--- src/rtl/crc8_packet_deframer_core_assert.svh ---
// Assertion helpers used by the deframer controller RTL.
`ifndef CRC8_PACKET_DEFRAMER_CORE_ASSERT_SVH
`define CRC8_PACKET_DEFRAMER_CORE_ASSERT_SVH

// Same-cycle implication, disabled during reset.
`define CPD_ASSERT_NOW(lbl, clk, rst, ante, cons) \
   lbl: assert property (@(posedge clk) disable iff (rst) (ante) |-> (cons)) \
      else $error("cpd: same-cycle check failed");

// Next-cycle implication, disabled during reset.
`define CPD_ASSERT_NEXT(lbl, clk, rst, ante, cons) \
   lbl: assert property (@(posedge clk) disable iff (rst) (ante) |=> (cons)) \
      else $error("cpd: next-cycle check failed");

`endif

--- src/rtl/cpd_pkg.sv ---
`default_nettype none

package cpd_pkg;

   localparam int unsigned DATA_W            = 8;
   localparam int unsigned POS_W             = 5;
   localparam int unsigned PAYLOAD_BYTES_DEF = 19;

   localparam logic [DATA_W-1:0] HEADER_RESET = 8'hAA;
   localparam logic [DATA_W-1:0] CRC_POLY     = 8'h07;
   localparam logic [DATA_W-1:0] CRC_TOP      = 8'h80;
   localparam logic [DATA_W-1:0] CRC_INIT     = 8'h00;

   typedef enum logic [1:0] {
      ST_HUNT,
      ST_PAYLOAD,
      ST_CHECK,
      ST_EMIT
   } state_type;

   // controller -> datapath
   typedef struct packed {
      logic frame_start;  // header seen: clear CRC and index
      logic store;        // write payload byte, fold CRC, bump index
      logic emit_start;   // CRC matched: rewind index for readout
      logic emit_read;    // read one stored byte into the output register
   } cmd_type;

   // datapath -> controller
   typedef struct packed {
      logic hdr_match;
      logic crc_match;
      logic idx_last;
      logic slot_free;
   } sts_type;

   // CRC-8, poly 0x07, MSB first
   function automatic logic [DATA_W-1:0] crc8_fold(input logic [DATA_W-1:0] crc,
                                                   input logic [DATA_W-1:0] b);
      logic [DATA_W-1:0] v;
      v = crc ^ b;
      for (int i = 0; i < DATA_W; i++) begin
         if ((v & CRC_TOP) != '0) begin
            v = (v << 1) ^ CRC_POLY;
         end else begin
            v = v << 1;
         end
      end
      return v;
   endfunction

endpackage

`default_nettype wire

--- src/rtl/cpd_ctrl.sv ---
`default_nettype none

`include "crc8_packet_deframer_core_assert.svh"

module cpd_ctrl (
   input  wire                 clock,
   input  wire                 reset,
   input  wire                 req_valid,
   output logic                req_stall,
   input  cpd_pkg::sts_type    sts,
   output cpd_pkg::cmd_type    cmd
);

   cpd_pkg::state_type state_ff, state_in;

   always_ff @(posedge clock) begin
      if (reset) begin
         state_ff <= cpd_pkg::ST_HUNT;
      end else begin
         state_ff <= state_in;
      end
   end

   always_comb begin
      state_in  = state_ff;
      req_stall = 1'b0;
      cmd       = '0;
      unique case (state_ff)
         cpd_pkg::ST_HUNT: begin
            if (req_valid && sts.hdr_match) begin
               cmd.frame_start = 1'b1;
               state_in        = cpd_pkg::ST_PAYLOAD;
            end
         end
         cpd_pkg::ST_PAYLOAD: begin
            if (req_valid) begin
               cmd.store = 1'b1;
               if (sts.idx_last) begin
                  state_in = cpd_pkg::ST_CHECK;
               end
            end
         end
         cpd_pkg::ST_CHECK: begin
            if (req_valid) begin
               if (sts.crc_match) begin
                  cmd.emit_start = 1'b1;
                  state_in       = cpd_pkg::ST_EMIT;
               end else begin
                  state_in = cpd_pkg::ST_HUNT;
               end
            end
         end
         cpd_pkg::ST_EMIT: begin
            req_stall = 1'b1;
            if (sts.slot_free) begin
               cmd.emit_read = 1'b1;
               if (sts.idx_last) begin
                  state_in = cpd_pkg::ST_HUNT;
               end
            end
         end
         default: begin
            state_in = cpd_pkg::ST_HUNT;
         end
      endcase
   end

   `CPD_ASSERT_NOW(a_read_needs_slot, clock, reset, cmd.emit_read, sts.slot_free)
   `CPD_ASSERT_NOW(a_emit_on_match, clock, reset, cmd.emit_start, req_valid && sts.crc_match)
   `CPD_ASSERT_NEXT(a_burst_ends, clock, reset, cmd.emit_read && sts.idx_last,
                    state_ff == cpd_pkg::ST_HUNT)
   `CPD_ASSERT_NOW(a_no_store_in_burst, clock, reset, cmd.emit_read, !cmd.store)

endmodule

`default_nettype wire

--- src/rtl/cpd_dp.sv ---
`default_nettype none

module cpd_dp #(
   parameter int unsigned PAYLOAD_BYTES = cpd_pkg::PAYLOAD_BYTES_DEF
) (
   input  wire                          clock,
   input  wire                          reset,
   input  wire                          csr_valid,
   input  wire  [cpd_pkg::DATA_W-1:0]   csr_header_byte,
   input  wire  [cpd_pkg::DATA_W-1:0]   req_rx_byte,
   input  wire                          rsp_stall,
   output logic                         rsp_valid,
   output logic [cpd_pkg::DATA_W-1:0]   rsp_payload_byte,
   output logic [cpd_pkg::POS_W-1:0]    rsp_byte_position,
   output logic                         rsp_last_byte,
   input  cpd_pkg::cmd_type             cmd,
   output cpd_pkg::sts_type             sts
);

   localparam int unsigned IDX_W = (PAYLOAD_BYTES > 1) ? $clog2(PAYLOAD_BYTES) : 1;
   localparam logic [IDX_W-1:0] IDX_LAST = IDX_W'(PAYLOAD_BYTES - 1);

   logic [cpd_pkg::DATA_W-1:0] hdr_ff;
   logic [cpd_pkg::DATA_W-1:0] crc_ff;
   logic [IDX_W-1:0]           idx_ff, idx_in;
   logic                       out_valid_ff;
   logic [cpd_pkg::DATA_W-1:0] rd_data_ff;
   logic [cpd_pkg::POS_W-1:0]  pos_ff;
   logic                       last_ff;
   logic [IDX_W+cpd_pkg::POS_W-1:0] idx_wide;

   logic [cpd_pkg::DATA_W-1:0] store_mem [PAYLOAD_BYTES];

   assign idx_wide = {{cpd_pkg::POS_W{1'b0}}, idx_ff};

   always_comb begin
      idx_in = idx_ff;
      if (cmd.frame_start || cmd.emit_start) begin
         idx_in = '0;
      end else if (cmd.store || cmd.emit_read) begin
         idx_in = idx_ff + IDX_W'(1);
      end
   end

   always_ff @(posedge clock) begin
      if (reset) begin
         hdr_ff       <= cpd_pkg::HEADER_RESET;
         crc_ff       <= cpd_pkg::CRC_INIT;
         idx_ff       <= '0;
         out_valid_ff <= 1'b0;
      end else begin
         if (csr_valid) begin
            hdr_ff <= csr_header_byte;
         end
         if (cmd.frame_start) begin
            crc_ff <= cpd_pkg::CRC_INIT;
         end else if (cmd.store) begin
            crc_ff <= cpd_pkg::crc8_fold(crc_ff, req_rx_byte);
         end
         idx_ff <= idx_in;
         if (cmd.emit_read) begin
            out_valid_ff <= 1'b1;
         end else if (!rsp_stall) begin
            out_valid_ff <= 1'b0;
         end
      end
   end

   // payload store and readout register
   always_ff @(posedge clock) begin
      if (cmd.store) begin
         store_mem[idx_ff] <= req_rx_byte;
      end
      if (cmd.emit_read) begin
         rd_data_ff <= store_mem[idx_ff];
         pos_ff     <= idx_wide[cpd_pkg::POS_W-1:0];
         last_ff    <= (idx_ff == IDX_LAST);
      end
   end

   assign sts.hdr_match = (req_rx_byte == hdr_ff);
   assign sts.crc_match = (req_rx_byte == crc_ff);
   assign sts.idx_last  = (idx_ff == IDX_LAST);
   assign sts.slot_free = !out_valid_ff || !rsp_stall;

   assign rsp_valid         = out_valid_ff;
   assign rsp_payload_byte  = rd_data_ff;
   assign rsp_byte_position = pos_ff;
   assign rsp_last_byte     = last_ff;

endmodule

`default_nettype wire

--- src/rtl/crc8_packet_deframer_core.sv ---
// After the CRC byte, the first payload request passes the state and output registers.
// Throughput: a frame takes PAYLOAD_BYTES+2 input requests; a good frame then
//   streams PAYLOAD_BYTES results, one per cycle without rsp stall, input held off.
// Sync active-high reset: hunting for a header, CRC zero, header register 0xAA.
// The payload store is not cleared; every entry is written before it is read.
`default_nettype none

module crc8_packet_deframer_core #(
   parameter int unsigned PAYLOAD_BYTES = cpd_pkg::PAYLOAD_BYTES_DEF
) (
   input  wire                          clock,
   input  wire                          reset,
   // header byte register write
   input  wire                          csr_valid,
   output logic                         csr_ready,
   input  wire  [cpd_pkg::DATA_W-1:0]   csr_header_byte,
   // received byte requests
   input  wire                          req_valid,
   output logic                         req_stall,
   input  wire  [cpd_pkg::DATA_W-1:0]   req_rx_byte,
   // checked payload requests
   output logic                         rsp_valid,
   input  wire                          rsp_stall,
   output logic [cpd_pkg::DATA_W-1:0]   rsp_payload_byte,
   output logic [cpd_pkg::POS_W-1:0]    rsp_byte_position,
   output logic                         rsp_last_byte
);

   cpd_pkg::cmd_type cmd;
   cpd_pkg::sts_type sts;

   // header register is always writable; a write during a frame applies
   // from the next header hunt
   assign csr_ready = 1'b1;

   // sequencer: hunt -> payload -> CRC check -> readout burst
   cpd_ctrl u_ctrl (
      .clock     (clock),
      .reset     (reset),
      .req_valid (req_valid),
      .req_stall (req_stall),
      .sts       (sts),
      .cmd       (cmd)
   );

   // store, CRC, shared index counter and output register
   cpd_dp #(
      .PAYLOAD_BYTES (PAYLOAD_BYTES)
   ) u_dp (
      .clock             (clock),
      .reset             (reset),
      .csr_valid         (csr_valid & csr_ready),
      .csr_header_byte   (csr_header_byte),
      .req_rx_byte       (req_rx_byte),
      .rsp_stall         (rsp_stall),
      .rsp_valid         (rsp_valid),
      .rsp_payload_byte  (rsp_payload_byte),
      .rsp_byte_position (rsp_byte_position),
      .rsp_last_byte     (rsp_last_byte),
      .cmd               (cmd),
      .sts               (sts)
   );

endmodule

`default_nettype wire

--- config.mk ---
export PLATFORM = sky130hd
export DESIGN_NAME = crc8_packet_deframer_core
export DESIGN_NICKNAME = d
export VERILOG_FILES = /design/src/rtl/cpd_pkg.sv /design/src/rtl/cpd_ctrl.sv /design/src/rtl/cpd_dp.sv /design/src/rtl/crc8_packet_deframer_core.sv
export VERILOG_INCLUDE_DIRS = /design/src /design/src/rtl
export SDC_FILE = /design/constraint.sdc
export NUM_CORES = 1
export LEC_CHECK = 0
export ABC_AREA = 1
export BUFFER_PORTS_ARGS = -buffer_cell sky130_fd_sc_hd__buf_2
export CAP_MARGIN = 0
export CORE_ASPECT_RATIO = 0.6
export CORE_MARGIN = 4
export CORE_UTILIZATION = 60
export CTS_CLUSTER_SIZE = 25
export DETAILED_ROUTE_END_ITERATION = 8
export PLACE_DENSITY_LB_ADDON = 0.12
export SKIP_CTS_REPAIR_TIMING = 1
export SLEW_MARGIN = 30
export SYNTH_ARGS = -nofsm -noshare
export SYNTH_HDL_FRONTEND = slang
export SYNTH_HIERARCHICAL = 1
export SYNTH_SLANG_ARGS = --single-unit
export TNS_END_PERCENT = 50
--- constraint.sdc ---
create_clock -name clock -period 4.5 [get_ports clock]
set_input_delay 1.35 -clock clock [delete_from_list [all_inputs] [get_ports clock]]
set_output_delay 1.35 -clock clock [all_outputs]
set_load 0.02 [all_outputs]
==> impl_results.md <==
- Avg WL per Cell: about 21 um
- FF+latch count, synth: 190
- Setup TNS: 0 ps
- Status: finished clean
- Fin. Hold Viols: 0
- Max Clock Skew: 11.8 ps
- Max_cap viols: 0
- CP Cell Sequence: buf_4 > ha_1 > nand2_1 > nor2_1 > buf_4
- Total Routing Usage GR: 0.265
- Die Ht: 97.2 um
- Clock share of power: 0.380
- Worst EP required: 4640 ps
- Tightest Hold Check Type: flop to flop
- Worst Path Max Fanout: 47
- Clock root cell: clkbuf_16
- Core area: 12900 sq um
- GR Overflow Total: 0
- Worst-skew pair later-pin latency: 430 ps
- Hold Path Stages: 2
- Global-route wire length before repair: around 30 mm
- Flop pwr share: 0.548
- Largest net degree at the start of global routing: 48
- Multi-input combinational cell area: 2160 sq um
- Clk sinks: 190
- Drt first pass iters: 5
- Worst Hold End: u_dp/hdr_ff[7]$_SDFFE_PP1P_
- PD cells: about 400 nW/um^2
- WS Path Type: flop to flop
- Syn Area/Cell: 11.5 sq um
- Switching share of power: 0.236
- DRC Markers: 0
- Placer's final routability congestion estimate: 0.841
- Flop-to-flop setup slack: 1700 ps
- Internal power: 2.72 mW
- Register area: 5470 sq um
- Port Buffers: 36
- Syn_nets: 719
- Post-Route WL: 19.6 mm
- Hold_sp: u_dp/hdr_ff[7]$_SDFFE_PP1P_
- # fillers: 933
- ANT nets after route: 0
- Post-Syn Area: 7950 sq um
- Via Count: around 5500
- Synth top area cells: edfxtp_1 63%, nor2_1 6.1%, dfxtp_1 6.0%
- Worst-Margin Slew: approximately 760 ps
- H-tree depth: 4
- Commonest non-fill, non-tap cells in the layout: 166 x edfxtp_1, 129 x nor2_1, 94 x nand2_1
- CTS max path bufs: 2
- Worst r2r src: u_dp/idx_ff[0]$_SDFFE_PP0P_
- Post-synth cell types: 34
- Critical Path End Type: flop
- Most used cell, CP: buf_4
- Reg2Reg Depth: 5
- Switching Power: 0.839 mW
- Combinational cell fraction of total power: 0.072
- Fin. max-slew vios: 0
- CP top delay family: buffers and inverters
- RSZ-0062 raised after global routing: no
- Max Fclk: 0.357 GHz
- Syn-to-layout area delta: 11.5%
- Share of cells above drive strength 1: 0.142
- Min Hold Slack: around 500 ps
- Core Rows: 32
- Critical path's slowest cell: dfxtp_2
- Total Power: 3.56 mW
- Cts bufs inserted: 17
- Area share of the largest cell type after synthesis: 0.627
- Max VDD drop: 0.000246 V
- Most common cell after layout, fill and taps aside: edfxtp_1
- Antenna cells: 0
- Yosys warnings: 6
- Final setup viols: 0
- Initial DRC count: 851
- Buf/Inv on CP: 2
- Headroom to the max-slew limit: 0.492
- Minimum clock period: 2800 ps
- Crit path DAT: 2940 ps
- Initial antenna violation count: 0
- Gate Count Post-Synth: 691
- LEAKAGE: 3.19 nW
- Vias in the first global route: ~5200
- Clock-pin slew on the worst setup and hold paths: 70 ps
- Die area: 15200 sq um
- CTS tree: built
- FF-to-FF End: u_dp/store_mem[13][1]$_DFFE_PP_
- Leading area contributor after synthesis: edfxtp_1
- Die width: ~160 um
- Max incr delay on CP: just over 700 ps
- Post-DP HPWL: 11.9 mm
- Initial Util: 0.617
- Final period utilization: 0.623
- IO Pins: 38
- Critical Path Source Type: flop
- Register area share after synthesis: 0.687
- Nets: roughly 770
- Via/cell ratio: 5.98
-- worst min-delay path: stages, from the launching register on --
cell,delay [ps]
dfxtp_1,320
nand2_1,60
nand3_1,60
-- cell type report --
class,count,share of cell area
Inverter,38,0.0164
Sequential cell,190,0.616
Clock buffer,18,0.0484
Timing Repair Buffer,60,0.0406
Tap cell,170,0.0240
Multi-Input combinational cell,433,0.244
Clock inverter,14,0.0104
-- power groups by stage --
stage	logic [mW]	clock network, mW	registers (mW)
6_report	0.256	1.35	1.95
5_1_grt	0.285	1.45	1.95
4_1_cts	0.252	1.36	1.95
3_5_place_dp	0.248	0	1.99
3_3_place_gp	0.242	0	1.99
2_1_floorplan	0.176	0	1.98
-- stage by stage --
stage | setup WS [ps] | util | area, sq um | instances
finish | 1700 | 0.688 | 8870 | 923
global route | 1500 | 0.688 | 8870 | 923
CTS | 1720 | 0.688 | 8870 | 923
detailed placement | 1270 | 0.648 | 8350 | 891
global placement | 1340 | 0.648 | 8350 | 891
floorplan | 1560 | - | 7950 | 691
-- synth_stat cells, drive strengths merged --
library cell,number
edfxtp,166
nor2,130
nand2,96
o21ai,79
inv,38
nand3,29
dfxtp,24
o22ai,24
buf,20
xnor2,16
clkbuf,10
nand4,10
nor3,9
o211ai,9
a21boi,8
ha,7
a21oi,6
or2,4
xor2,3
a211oi,1
conb,1
nor3b,1
-- sequential cells by signal (all words and copies together) (netlist names) --
| name | cells |
|---|---|
| u_dp/rsp_last_byte | 1 |
| u_dp/hdr_ff | 8 |
| u_ctrl/state_ff | 2 |
| u_dp/idx_ff | 5 |
| u_dp/store_mem | 152 |
| u_dp/rsp_payload_byte | 8 |
| u_dp/rsp_valid | 1 |
| u_dp/rsp_byte_position | 5 |
| u_dp/crc_ff | 8 |
-- layer usage --
layer	routed length, um	GRT usage	up-vias
met5	0	0	-
met4	375	0.0647	0
met3	1800	0.0645	35
met2	8800	0.388	283
met1	8630	0.402	2682
li1	-	-	2523
-- worst max-delay path by stage --
| stage | start | to | cells past startpoint |
|---|---|---|---|
| floorplan | rsp_stall | u_dp/idx_ff[4]$_SDFFE_PP0P_ | 10 |
| global placement | req_rx_byte[6] | u_dp/idx_ff[2]$_SDFFE_PP0P_ | 12 |
| detailed placement | req_rx_byte[6] | u_dp/idx_ff[2]$_SDFFE_PP0P_ | 11 |
| CTS | u_dp/idx_ff[0]$_SDFFE_PP0P_ | u_dp/store_mem[15][2]$_DFFE_PP_ | 5 |
| global route | req_rx_byte[6] | u_dp/idx_ff[1]$_SDFFE_PP0P_ | 11 |
| finish | u_dp/idx_ff[0]$_SDFFE_PP0P_ | u_dp/store_mem[13][1]$_DFFE_PP_ | 5 |
-- cell families (layout without fill, tap and decap cells) --
| logic type | Yosys count | after routing | synth area share |
|---|---|---|---|
| AOI/OAI and AO/OA | 127 | 127 | 0.0893 |
| buffers and inverters | 68 | 130 | 0.0414 |
| DFF | 190 | 190 | 0.687 |
| and+or+nand+nor | 279 | 279 | 0.150 |
| adders and majority gates | 7 | 7 | 0.0110 |
| other | 1 | 1 | 0.000471 |
| xor gates and xnor gates | 19 | 19 | 0.0209 |
Power figures use the tool's default switching activity.
